==> config.mk <==
export PLATFORM = sky130hd
export DESIGN_NAME = weighted_random_pick
export DESIGN_NICKNAME = d
export VERILOG_FILES = /design/src/rtl/wrp_pkg.sv /design/src/rtl/wrp_cell.sv /design/src/rtl/wrp_sum_mem.sv /design/src/rtl/weighted_random_pick.sv
export SDC_FILE = /design/constraint.sdc
export NUM_CORES = 2
export LEC_CHECK = 0
export BUFFER_PORTS_ARGS = -buffer_cell sky130_fd_sc_hd__buf_2
export CORE_UTILIZATION = 40
export CTS_CLUSTER_DIAMETER = 40
export DETAILED_ROUTE_END_ITERATION = 7
export PLACE_DENSITY_LB_ADDON = 0.15
export SLEW_MARGIN = 20
export SYNTH_ARGS = -nofsm -noshare
export SYNTH_HDL_FRONTEND = slang
export SYNTH_SLANG_ARGS = --single-unit
==> constraint.sdc <==
create_clock -name clk -period 8.88 [get_ports clk]
set_clock_uncertainty 0.2 [all_clocks]
set_input_delay 0.444 -clock clk [delete_from_list [all_inputs] [get_ports clk]]
set_output_delay 0.444 -clock clk [all_outputs]
set_load 0.01 [all_outputs]
==> src/rtl/wrp_pkg.sv <==
package wrp_pkg;

  localparam int DEF_MAX_ENTRIES = 64;
  localparam int DEF_WEIGHT_BITS = 16;
  localparam int FRAC_BITS       = 16;

  typedef enum logic {
    OP_LOAD = 1'b0,
    OP_PICK = 1'b1
  } op_t;

  typedef enum logic [2:0] {
    S_IDLE,
    S_SUM,
    S_SCALE,
    S_PROBE,
    S_CMP,
    S_DONE
  } state_t;

  typedef struct packed {
    logic shift;
    logic load;
  } cell_ctrl_t;

endpackage

==> src/rtl/wrp_cell.sv <==
module wrp_cell import wrp_pkg::*; #(
  parameter int WEIGHT_BITS = DEF_WEIGHT_BITS
) (
  input  logic                   clk,
  input  logic                   rst,
  input  cell_ctrl_t             ctrl,
  input  logic [WEIGHT_BITS-1:0] load_weight,
  input  logic [WEIGHT_BITS-1:0] weight_in,
  output logic [WEIGHT_BITS-1:0] weight
);

  // rotate takes priority; loads only arrive while the ring sits at home
  always_ff @(posedge clk) begin
    if (rst) begin
      weight <= '0;
    end else if (ctrl.shift) begin
      weight <= weight_in;
    end else if (ctrl.load) begin
      weight <= load_weight;
    end
  end

endmodule

==> src/rtl/wrp_sum_mem.sv <==
module wrp_sum_mem import wrp_pkg::*; #(
  parameter int DEPTH     = DEF_MAX_ENTRIES,
  parameter int WIDTH     = DEF_WEIGHT_BITS + $clog2(DEF_MAX_ENTRIES),
  parameter int ADDR_BITS = $clog2(DEF_MAX_ENTRIES)
) (
  input  logic                 clk,
  input  logic                 we,
  input  logic [ADDR_BITS-1:0] waddr,
  input  logic [WIDTH-1:0]     wdata,
  input  logic                 re,
  input  logic [ADDR_BITS-1:0] raddr,
  output logic [WIDTH-1:0]     rdata
);

  logic [WIDTH-1:0] mem [DEPTH];

  always_ff @(posedge clk) begin
    if (we) begin
      mem[waddr] <= wdata;
    end
  end

  always_ff @(posedge clk) begin
    if (re) begin
      rdata <= mem[raddr];
    end
  end

endmodule

==> src/rtl/weighted_random_pick.sv <==
// Roulette-wheel selector. Each entry's weight sits in one cell of a ring of
// MAX_ENTRIES cells; a load word (tuser = 0) writes one cell and returns
// nothing. A pick word (tuser = 1) rotates the ring once around while an
// accumulator at the head cell forms the running sums of the first
// entries_in_use weights into a sum memory, then scales the random fraction
// by the total, then binary-searches the sums, each probe a registered memory
// read and a compare, at most ceil(log2(entries_in_use)) probes, and then
// posts the result. The ring rotation dominates the time of a pick.
// Input is not taken while a pick is in progress. entries_in_use of 0 acts
// as 1 and values above MAX_ENTRIES act as MAX_ENTRIES; write it only while
// the block is idle.
module weighted_random_pick import wrp_pkg::*; #(
  parameter int MAX_ENTRIES = DEF_MAX_ENTRIES,
  parameter int WEIGHT_BITS = DEF_WEIGHT_BITS,
  localparam int IDX_BITS      = $clog2(MAX_ENTRIES),
  localparam int CNT_BITS      = $clog2(MAX_ENTRIES + 1),
  localparam int SUM_BITS      = WEIGHT_BITS + IDX_BITS,
  localparam int IN_DATA_BITS  = ((IDX_BITS + WEIGHT_BITS + FRAC_BITS + 7) / 8) * 8,
  localparam int OUT_DATA_BITS = ((IDX_BITS + SUM_BITS + 7) / 8) * 8
) (
  input  logic                     clk,
  input  logic                     rst,
  input  logic                     s_tvalid,
  output logic                     s_tready,
  // entry_index, weight, random_fraction (from bit 0 up), zero padded
  input  logic [IN_DATA_BITS-1:0]  s_tdata,
  // operation
  input  logic                     s_tuser,
  output logic                     m_tvalid,
  input  logic                     m_tready,
  // chosen_index, weight_sum (from bit 0 up), zero padded
  output logic [OUT_DATA_BITS-1:0] m_tdata,
  input  logic                     cfg_wr_en,
  input  logic [CNT_BITS-1:0]      cfg_wr_data
);

  state_t state, state_next;

  logic [CNT_BITS-1:0]    entries_in_use;
  logic [CNT_BITS-1:0]    n;
  logic [CNT_BITS-1:0]    n_act;
  logic [IDX_BITS-1:0]    step;
  logic [SUM_BITS-1:0]    acc;
  logic [SUM_BITS-1:0]    acc_next;
  logic [FRAC_BITS-1:0]   frac;
  logic [SUM_BITS-1:0]    target;
  logic [FRAC_BITS+SUM_BITS-1:0] product;
  logic [IDX_BITS-1:0]    lo, hi, mid, mid_r, pick;
  logic [IDX_BITS-1:0]    lo_next, hi_next;
  logic [SUM_BITS-1:0]    rd_sum;
  logic                   match;
  logic                   out_valid;
  logic [IDX_BITS-1:0]    out_index;
  logic [SUM_BITS-1:0]    out_sum;

  logic [IDX_BITS-1:0]    in_index;
  logic [WEIGHT_BITS-1:0] in_weight;
  logic [FRAC_BITS-1:0]   in_frac;
  logic                   in_take;

  logic                   ring_shift;
  logic                   step_in_use;
  logic                   last_step;
  logic                   sum_we;
  logic                   rd_en;
  logic                   out_load;

  logic [WEIGHT_BITS-1:0] ring [MAX_ENTRIES];

  assign in_index  = s_tdata[IDX_BITS-1:0];
  assign in_weight = s_tdata[IDX_BITS +: WEIGHT_BITS];
  assign in_frac   = s_tdata[IDX_BITS+WEIGHT_BITS +: FRAC_BITS];
  assign in_take   = s_tvalid && s_tready;

  assign n_act = (entries_in_use == '0) ? CNT_BITS'(1) :
                 (entries_in_use > CNT_BITS'(MAX_ENTRIES)) ? CNT_BITS'(MAX_ENTRIES) :
                 entries_in_use;

  assign step_in_use = CNT_BITS'(step) < n;
  assign last_step   = step == IDX_BITS'(MAX_ENTRIES - 1);
  assign acc_next    = acc + SUM_BITS'(ring[0]);
  assign mid         = lo + ((hi - lo) >> 1);
  assign match       = rd_sum == target;
  assign product     = frac * acc;

  always_comb begin
    lo_next = lo;
    hi_next = hi;
    if (rd_sum > target) begin
      hi_next = mid_r;
    end else begin
      lo_next = mid_r + IDX_BITS'(1);
    end
  end

  // weight ring: cell i takes from cell i+1, so the head sees entry k at step k
  for (genvar i = 0; i < MAX_ENTRIES; i++) begin : g_cell
    cell_ctrl_t ctrl;
    assign ctrl.shift = ring_shift;
    assign ctrl.load  = in_take && (s_tuser == OP_LOAD) && (in_index == IDX_BITS'(i));
    wrp_cell #(
      .WEIGHT_BITS(WEIGHT_BITS)
    ) u_cell (
      .clk         (clk),
      .rst         (rst),
      .ctrl        (ctrl),
      .load_weight (in_weight),
      .weight_in   (ring[(i + 1) % MAX_ENTRIES]),
      .weight      (ring[i])
    );
  end

  wrp_sum_mem #(
    .DEPTH     (MAX_ENTRIES),
    .WIDTH     (SUM_BITS),
    .ADDR_BITS (IDX_BITS)
  ) u_sum_mem (
    .clk   (clk),
    .we    (sum_we),
    .waddr (step),
    .wdata (acc_next),
    .re    (rd_en),
    .raddr (mid),
    .rdata (rd_sum)
  );

  // next state
  always_comb begin
    state_next = state;
    case (state)
      S_IDLE: begin
        if (in_take && (s_tuser == OP_PICK)) begin
          state_next = S_SUM;
        end
      end
      S_SUM: begin
        if (last_step) begin
          state_next = S_SCALE;
        end
      end
      S_SCALE: begin
        state_next = (hi != '0) ? S_PROBE : S_DONE;
      end
      S_PROBE: begin
        state_next = S_CMP;
      end
      S_CMP: begin
        if (match || !(lo_next < hi_next)) begin
          state_next = S_DONE;
        end else begin
          state_next = S_PROBE;
        end
      end
      S_DONE: begin
        if (out_load) begin
          state_next = S_IDLE;
        end
      end
      default: state_next = S_IDLE;
    endcase
  end

  // outputs of the sequencer
  always_comb begin
    s_tready   = 1'b0;
    ring_shift = 1'b0;
    sum_we     = 1'b0;
    rd_en      = 1'b0;
    out_load   = 1'b0;
    case (state)
      S_IDLE:  s_tready = 1'b1;
      S_SUM: begin
        ring_shift = 1'b1;
        sum_we     = step_in_use;
      end
      S_PROBE: rd_en = 1'b1;
      S_DONE:  out_load = !out_valid || m_tready;
      default: ;
    endcase
  end

  always_ff @(posedge clk) begin
    if (rst) begin
      state          <= S_IDLE;
      entries_in_use <= CNT_BITS'(1);
      out_valid      <= 1'b0;
    end else begin
      state <= state_next;
      if (cfg_wr_en) begin
        entries_in_use <= cfg_wr_data;
      end
      if (out_load) begin
        out_valid <= 1'b1;
      end else if (m_tready) begin
        out_valid <= 1'b0;
      end
    end
  end

  always_ff @(posedge clk) begin
    case (state)
      S_IDLE: begin
        step <= '0;
        acc  <= '0;
        frac <= in_frac;
        n    <= n_act;
        hi   <= IDX_BITS'(n_act - CNT_BITS'(1));
      end
      S_SUM: begin
        step <= step + IDX_BITS'(1);
        if (step_in_use) begin
          acc <= acc_next;
        end
      end
      S_SCALE: begin
        target <= product[FRAC_BITS +: SUM_BITS];
        lo     <= '0;
        pick   <= '0;
      end
      S_PROBE: begin
        mid_r <= mid;
      end
      S_CMP: begin
        lo   <= lo_next;
        hi   <= hi_next;
        pick <= match ? mid_r : lo_next;
      end
      default: ;
    endcase
  end

  always_ff @(posedge clk) begin
    if (out_load) begin
      out_index <= pick;
      out_sum   <= acc;
    end
  end

  assign m_tvalid = out_valid;
  assign m_tdata  = OUT_DATA_BITS'({out_sum, out_index});

endmodule

==> Word-level counts from Yosys, hierarchy flattened <==
Memories as Yosys holds them, arrays and structs flattened. A register that Yosys moved wholly into a read port is not among the register bits.
Cells that the tools add are included.
W data, S select, Z words.
{ "totals": {"input_bits": 53, "regBits": 1160, "out_inout_bits": 34, "mem_bits_rw": 1408, "elab_cells": 464, "mem_count": 1} }
{ "mem_list": {"columns": ["name", "words", "word_bits", "read_ports", "rd_clocked_by_memory_dff", "write_ports", "line_no", "text"], "rows": [
  ["u_sum_mem.mem", 64, 22, 1, 1, 1, "wrp_sum_mem.sv:15", "logic [WIDTH-1:0] mem [DEPTH];"]
]} }
{ "op_classes": {"n_lt_le_gt_ge": 4, "eq_ne": 74, "addsub": 6, "bitwise": 1, "muxes": 154, "reduce_logical": 145, "n_mul": 1} }
{ "ops": {"columns": ["op", "n"], "rows": [
  ["$mux W16", 128],
  ["$eq A6 B6 Y1 const B", 33],
  ["$reduce_bool A2 Y1", 68],
  ["$eq A6 B5 Y1 const B", 16],
  ["$logic_and A1 B1 Y1", 67],
  ["$eq A6 B4 Y1 const B", 8],
  ["$pmux W6 S2", 4],
  ["$pmux W22 S2", 1],
  ["$mul A16 B22 Y38", 1],
  ["$eq A6 B3 Y1 const B", 4],
  ["$add A22 B16 Y22", 1],
  ["$eq A22 B22 Y1", 1],
  ["$gt A22 B22 Y1", 1],
  ["$mux W22", 1],
  ["$mux W6", 3],
  ["$pmux W3 S6", 1],
  ["$mux W3", 5],
  ["$mux W7", 2],
  ["$add A6 B1 Y6 const B", 2],
  ["$eq A6 B2 Y1 const B", 2],
  ["$mux W1", 9],
  ["$ne A2 B2 Y1 const B", 4],
  ["$gt A7 B7 Y1 const B", 1],
  ["$logic_not A7 Y1", 1],
  ["other kinds (17)", 21]
]} }

==> Depth between registers and ports, before layout <==
{ "depth": {"word_depth": 7, "ltp_mapped": 24} }

==> Hierarchy <==
A second synthesis with hierarchy kept.
{ "hier_totals": {"cells_unflattened": 8921, "area_unflattened_um2": 124848.5} }
{ "by_module_without_submodules": {"columns": ["mod", "cells_per_inst", "area_each_um2", "n_inst"], "rows": [
  ["wrp_sum_mem", 2410, 54716.2, 1],
  ["wrp_cell", 71, 805.8, 64],
  ["weighted_random_pick", 1967, 18562.8, 1]
]} }

==> Worst setup path after synthesis <==
Ideal clock, no wire load.
{ "synth_path": {"path_type": "register to register", "startpoint": "register acc[19]", "endpoint": "register target[20], data pin", "synth_period_minus_slack_ns": 6.599, "t_arrival_ns": 6.137, "stages_incl_launch_ff": 25, "setup_time_ns": 0.262, "n_path_buf": 3, "path_slack_ns": 2.281, "path_cell_list": "edfxtp_1 clkbuf_1 buf_1 nand2_1 fa_1 inv_1 fa_1 inv_1 fa_1 inv_1 fa_1 fa_1 inv_1 fa_1 inv_1 ha_1 clkbuf_1 a21oi_1 o21ai_0 a21oi_1 o21bai_1 a32o_1 o41ai_1 o21bai_1 xor2_1"} }
{ "synth_via": {"elab_chain_cells": 1} }
{ "synth_rtl": {"columns": ["item", "line_no", "text"], "rows": [
  ["from (decl)", "weighted_random_pick.sv:43", "logic [SUM_BITS-1:0] acc;"],
  ["from (signal assigned)", "weighted_random_pick.sv:212", "acc <= acc_next;"],
  ["$mul A16 B22 Y38", "weighted_random_pick.sv:84", "assign product = frac * acc;"],
  ["named net product[36]", "weighted_random_pick.sv:47", "logic [FRAC_BITS+SUM_BITS-1:0] product;"],
  ["to (signal assigned)", "weighted_random_pick.sv:216", "target <= product[FRAC_BITS +: SUM_BITS];"],
  ["to (decl)", "weighted_random_pick.sv:46", "logic [SUM_BITS-1:0] target;"]
]} }
The timed path passes the listed nets, and every way through them passes these cells.
A chain may end at the register's enable or synchronous reset.

==> Worst setup path in the final report <==
{ "layout_path": {"startpoint": "register acc[18]", "endpoint": "register target[20], data pin"} }
Same word-level chain as after synthesis.

==> impl_metrics.toml <==
[status]
status = "complete, no violations"

[final_layout]
drive_above_1_share_pct = 17.5
area_delta_synth_final_pct = 17.3
fillCellCount = 24948
final_common_cell = "nor2_1"
mostFrequentLayoutCells = "1727 x nor2_1, 1706 x a21oi_1, 1555 x edfxtp_1, 1035 x dfxtp_1, 462 x mux4_2"
final_nets = 9837
stdcell_count = 13410

[yosys]
ys_seq_elements = 2590
ys_types = 68
syn_area_sq_mm = 0.113
syn_inst = 9334
ys.flop_type = "edfxtp_1"
seq_area_frac_synth_pct = 59.5
synthArstFlopShare_pct = 0
synth_edf_count = 1555
yosysWarnings = 0
syn_area_per_cell_sq_um = 12.1

[run]
cap_violations = 0

[clock_tree]
cts.repair.resized = 0
cts_sinks = 2590
htreeDepth = 5
clk_pin_slew_ns = 0.05
worstSkewPairLatency_ns = 0.96
cts_setup_buffers = 0
cts-root-buf = "clkbuf_16"
clockBufferDepth = 4
numCtsBuffers = 398
tritoncts = "built"

[routing]
vias_per_cell = 5.46
wl_per_cell_microns = 22.7
firstDrtPassIters = 5
ant_nets = 0
wirelength_mm = 304
drc = 0
drt_iter0_drc = 6300
vias = 73254

[setup_path]
startpoint_type = "flip-flop"
cp_num_cells = 19
cp_top_family = "adder cells"
path_common_cell = "fa_1"
reg2reg_depth = 19
crit_slowest_cell = "edfxtp_1"
cp.arrival_ns = 8.22
rrSetupSlack_ns = 1.11
worstSetupPathType = "reg -> reg"
endpoint_kind = "flip-flop"
required_ns = 9.32
crit_fanout = 21
endpoint = "target[20]"
r2r_start = "acc[18]"
worst_path_largest_cell_delay_ns = 1.07
path_cells = "nand2_1 > fa_1 > fa_1 > fa_1 > inv_1 > fa_1 > fa_1 > inv_1 > fa_1 > inv_1 > ha_1 > nand4_1 > a31oi_1 > a22oi_1 > nand4_1 > a32o_1 > o41ai_1 > o21bai_1 > xor2_1"
reg2reg_to = "target[20]"
startpoint = "acc[18]"
crit_buf_inv = 3

[timing]
tns_ns = 0
rsz0062_at_grt = "no"
slew_violations = 0
relSlewSlack_pct = 26.2
period_share_pct = 87.5
clock.fmax_mhz = 129
setup_violations = 0
period_minus_slack_ns = 7.77
hold_violations = 0
max_slew.worst_pin.slew_ns = 1.11
worst_slack_ns = 1.11

[hold_path]
min_path_type = "in -> reg"

[floorplanning]
row_count = 194
chipWidth_microns = 534
die_y_microns = 534
initial_utilization_pct = 40.4
core_area_sq_mm = 0.280
ios = 87
dieArea_sq_mm = 0.285

[grt]
grt_pass1_vias = 74006
grt_max_degree = 167
grt_pass1_wl_mm = 462
overflow = 0
grt_usage_pct = 21.2
antenna_found_initial = 21

[place]
pre_cts_ws_ns = 1.05
portBuffers = 80
place_congestion = 0.822
hpwl_mm = 174
place_inst = 12620

[power]
power.leakage_nw = 47.4
power_density_mw_per_mm2 = 290
power_mw = 38.5
ir_worst_vdd_mv = 0.234
worst min path at each step:
stage	start	endpoint	cells past startpoint
6_report	s_tdata[32]	frac[10]	2
5_1_grt	s_tdata[22]	frac[0]	2
4_1_cts	s_tdata[32]	frac[10]	2
3_5_place_dp	pick[4]	out_index[4]	0
3_3_place_gp	pick[4]	out_index[4]	0
2_1_floorplan	pick[0]	out_index[0]	0
flip-flops by register name (all words and copies together), names as in the netlist, 6 cells and up:
| name | count |
|---|---|
| frac | 16 |
| u_sum_mem.rdata | 22 |
| step | 6 |
| acc | 22 |
| out_index | 6 |
| pick | 6 |
| u_sum_mem.mem | 1408 |
| mid_r | 6 |
| target | 22 |
| out_sum | 22 |
| hi | 6 |
| lo | 6 |
| g_cell.u_cell.weight | 1024 |
| n | 7 |
| entries_in_use | 7 |
cell families after synthesis:
| family | count (synthesis) | share of synthesized area [%] |
|---|---|---|
| AOI/OAI and AO/OA | 2270 | 11.4 |
| xor gates and xnor gates | 57 | 0.441 |
| adders and majority gates | 447 | 6.79 |
| buffers and inverters | 1119 | 3.84 |
| DFF | 2590 | 59.5 |
| muxes | 489 | 9.43 |
| other | 1 | 0.00331 |
| and+or+nand+nor | 2361 | 8.58 |
report_power, final:
group          internal, mW  total, mW  switching, mW
clock                  10.3       16.2           5.92
sequential             13.4       13.7          0.271
combinational          3.39       8.57           5.19
total                  27.1       38.5           11.4
cell type report:
cell class,count,area (sq um),area share [%]
sequential,2590,67400,50.8
multi-input combinational,5628,42500,32.0
clock buffer,463,10600,7.99
tap,3724,4660,3.51
clock inverter,277,3570,2.69
timing repair buffer,337,2630,1.98
inverter,382,1440,1.08
antenna,9,22.5,0.0170
per-stage QoR:
step	hold slack [ns]	instance area (sq um)	utilization, %
after floorplan	0.200	113000	-
after global placement	0.221	118000	42.1
after detailed placement	0.214	118000	42.2
after CTS	0.00454	133000	47.4
after global routing	0.0647	133000	47.4
final	0.0667	133000	47.4
timing repair:
item | CTS | global route
setup endpoints to repair | 0 | 0
hold buffers | 41 | 0
endpoints found under the hold margin | 215 | 0
worst register-to-register path, stage by stage (launching register included):
cell and delay [ns]:
edfxtp_1 1.07, nand2_1 0.20, fa_1 0.55, fa_1 0.51
fa_1 0.51, inv_1 0.05, fa_1 0.51, fa_1 0.51
inv_1 0.05, fa_1 0.50, inv_1 0.05, ha_1 0.36
nand4_1 0.21, a31oi_1 0.14, a22oi_1 0.38, nand4_1 0.34
a32o_1 0.38, o41ai_1 0.69, o21bai_1 0.15, xor2_1 0.17
layer usage:
metal	vias up	share of wire, %	GRT usage [%]
li1	33554	-	-
met5	-	0.0099	0
met1	37289	46	30.2
met4	4	2.4	5.84
met3	426	5.8	2.97
met2	1981	46	33.7
cells in the mapped netlist (12+ instances only):
cell type / instances / share of area, %
nand4_1: 12 / 0.066
buf_2: 49 / 0.22
mux4_2: 462 / 9.2
and2_1: 163 / 0.90
a211oi_2: 56 / 0.62
nand3_1: 14 / 0.062
nor4_1: 19 / 0.10
o21ai_0: 28 / 0.12
xnor2_1: 43 / 0.33
a21oi_1: 1747 / 7.7
fa_1: 280 / 4.9
inv_1: 382 / 1.3
dfxtp_1: 1035 / 18
mux2i_1: 23 / 0.20
o21ai_1: 21 / 0.093
edfxtp_1: 1555 / 41
nor3_1: 34 / 0.15
ha_1: 167 / 1.8
a211oi_1: 336 / 2.2
buf_1: 32 / 0.11
nand2_1: 245 / 0.81
clkbuf_1: 641 / 2.1
nor2_1: 1771 / 5.9
a21o_1: 25 / 0.17
nand2b_1: 30 / 0.17
nor2b_1: 35 / 0.19
xor2_1: 14 / 0.11
(Power assumes the default switching activity.)
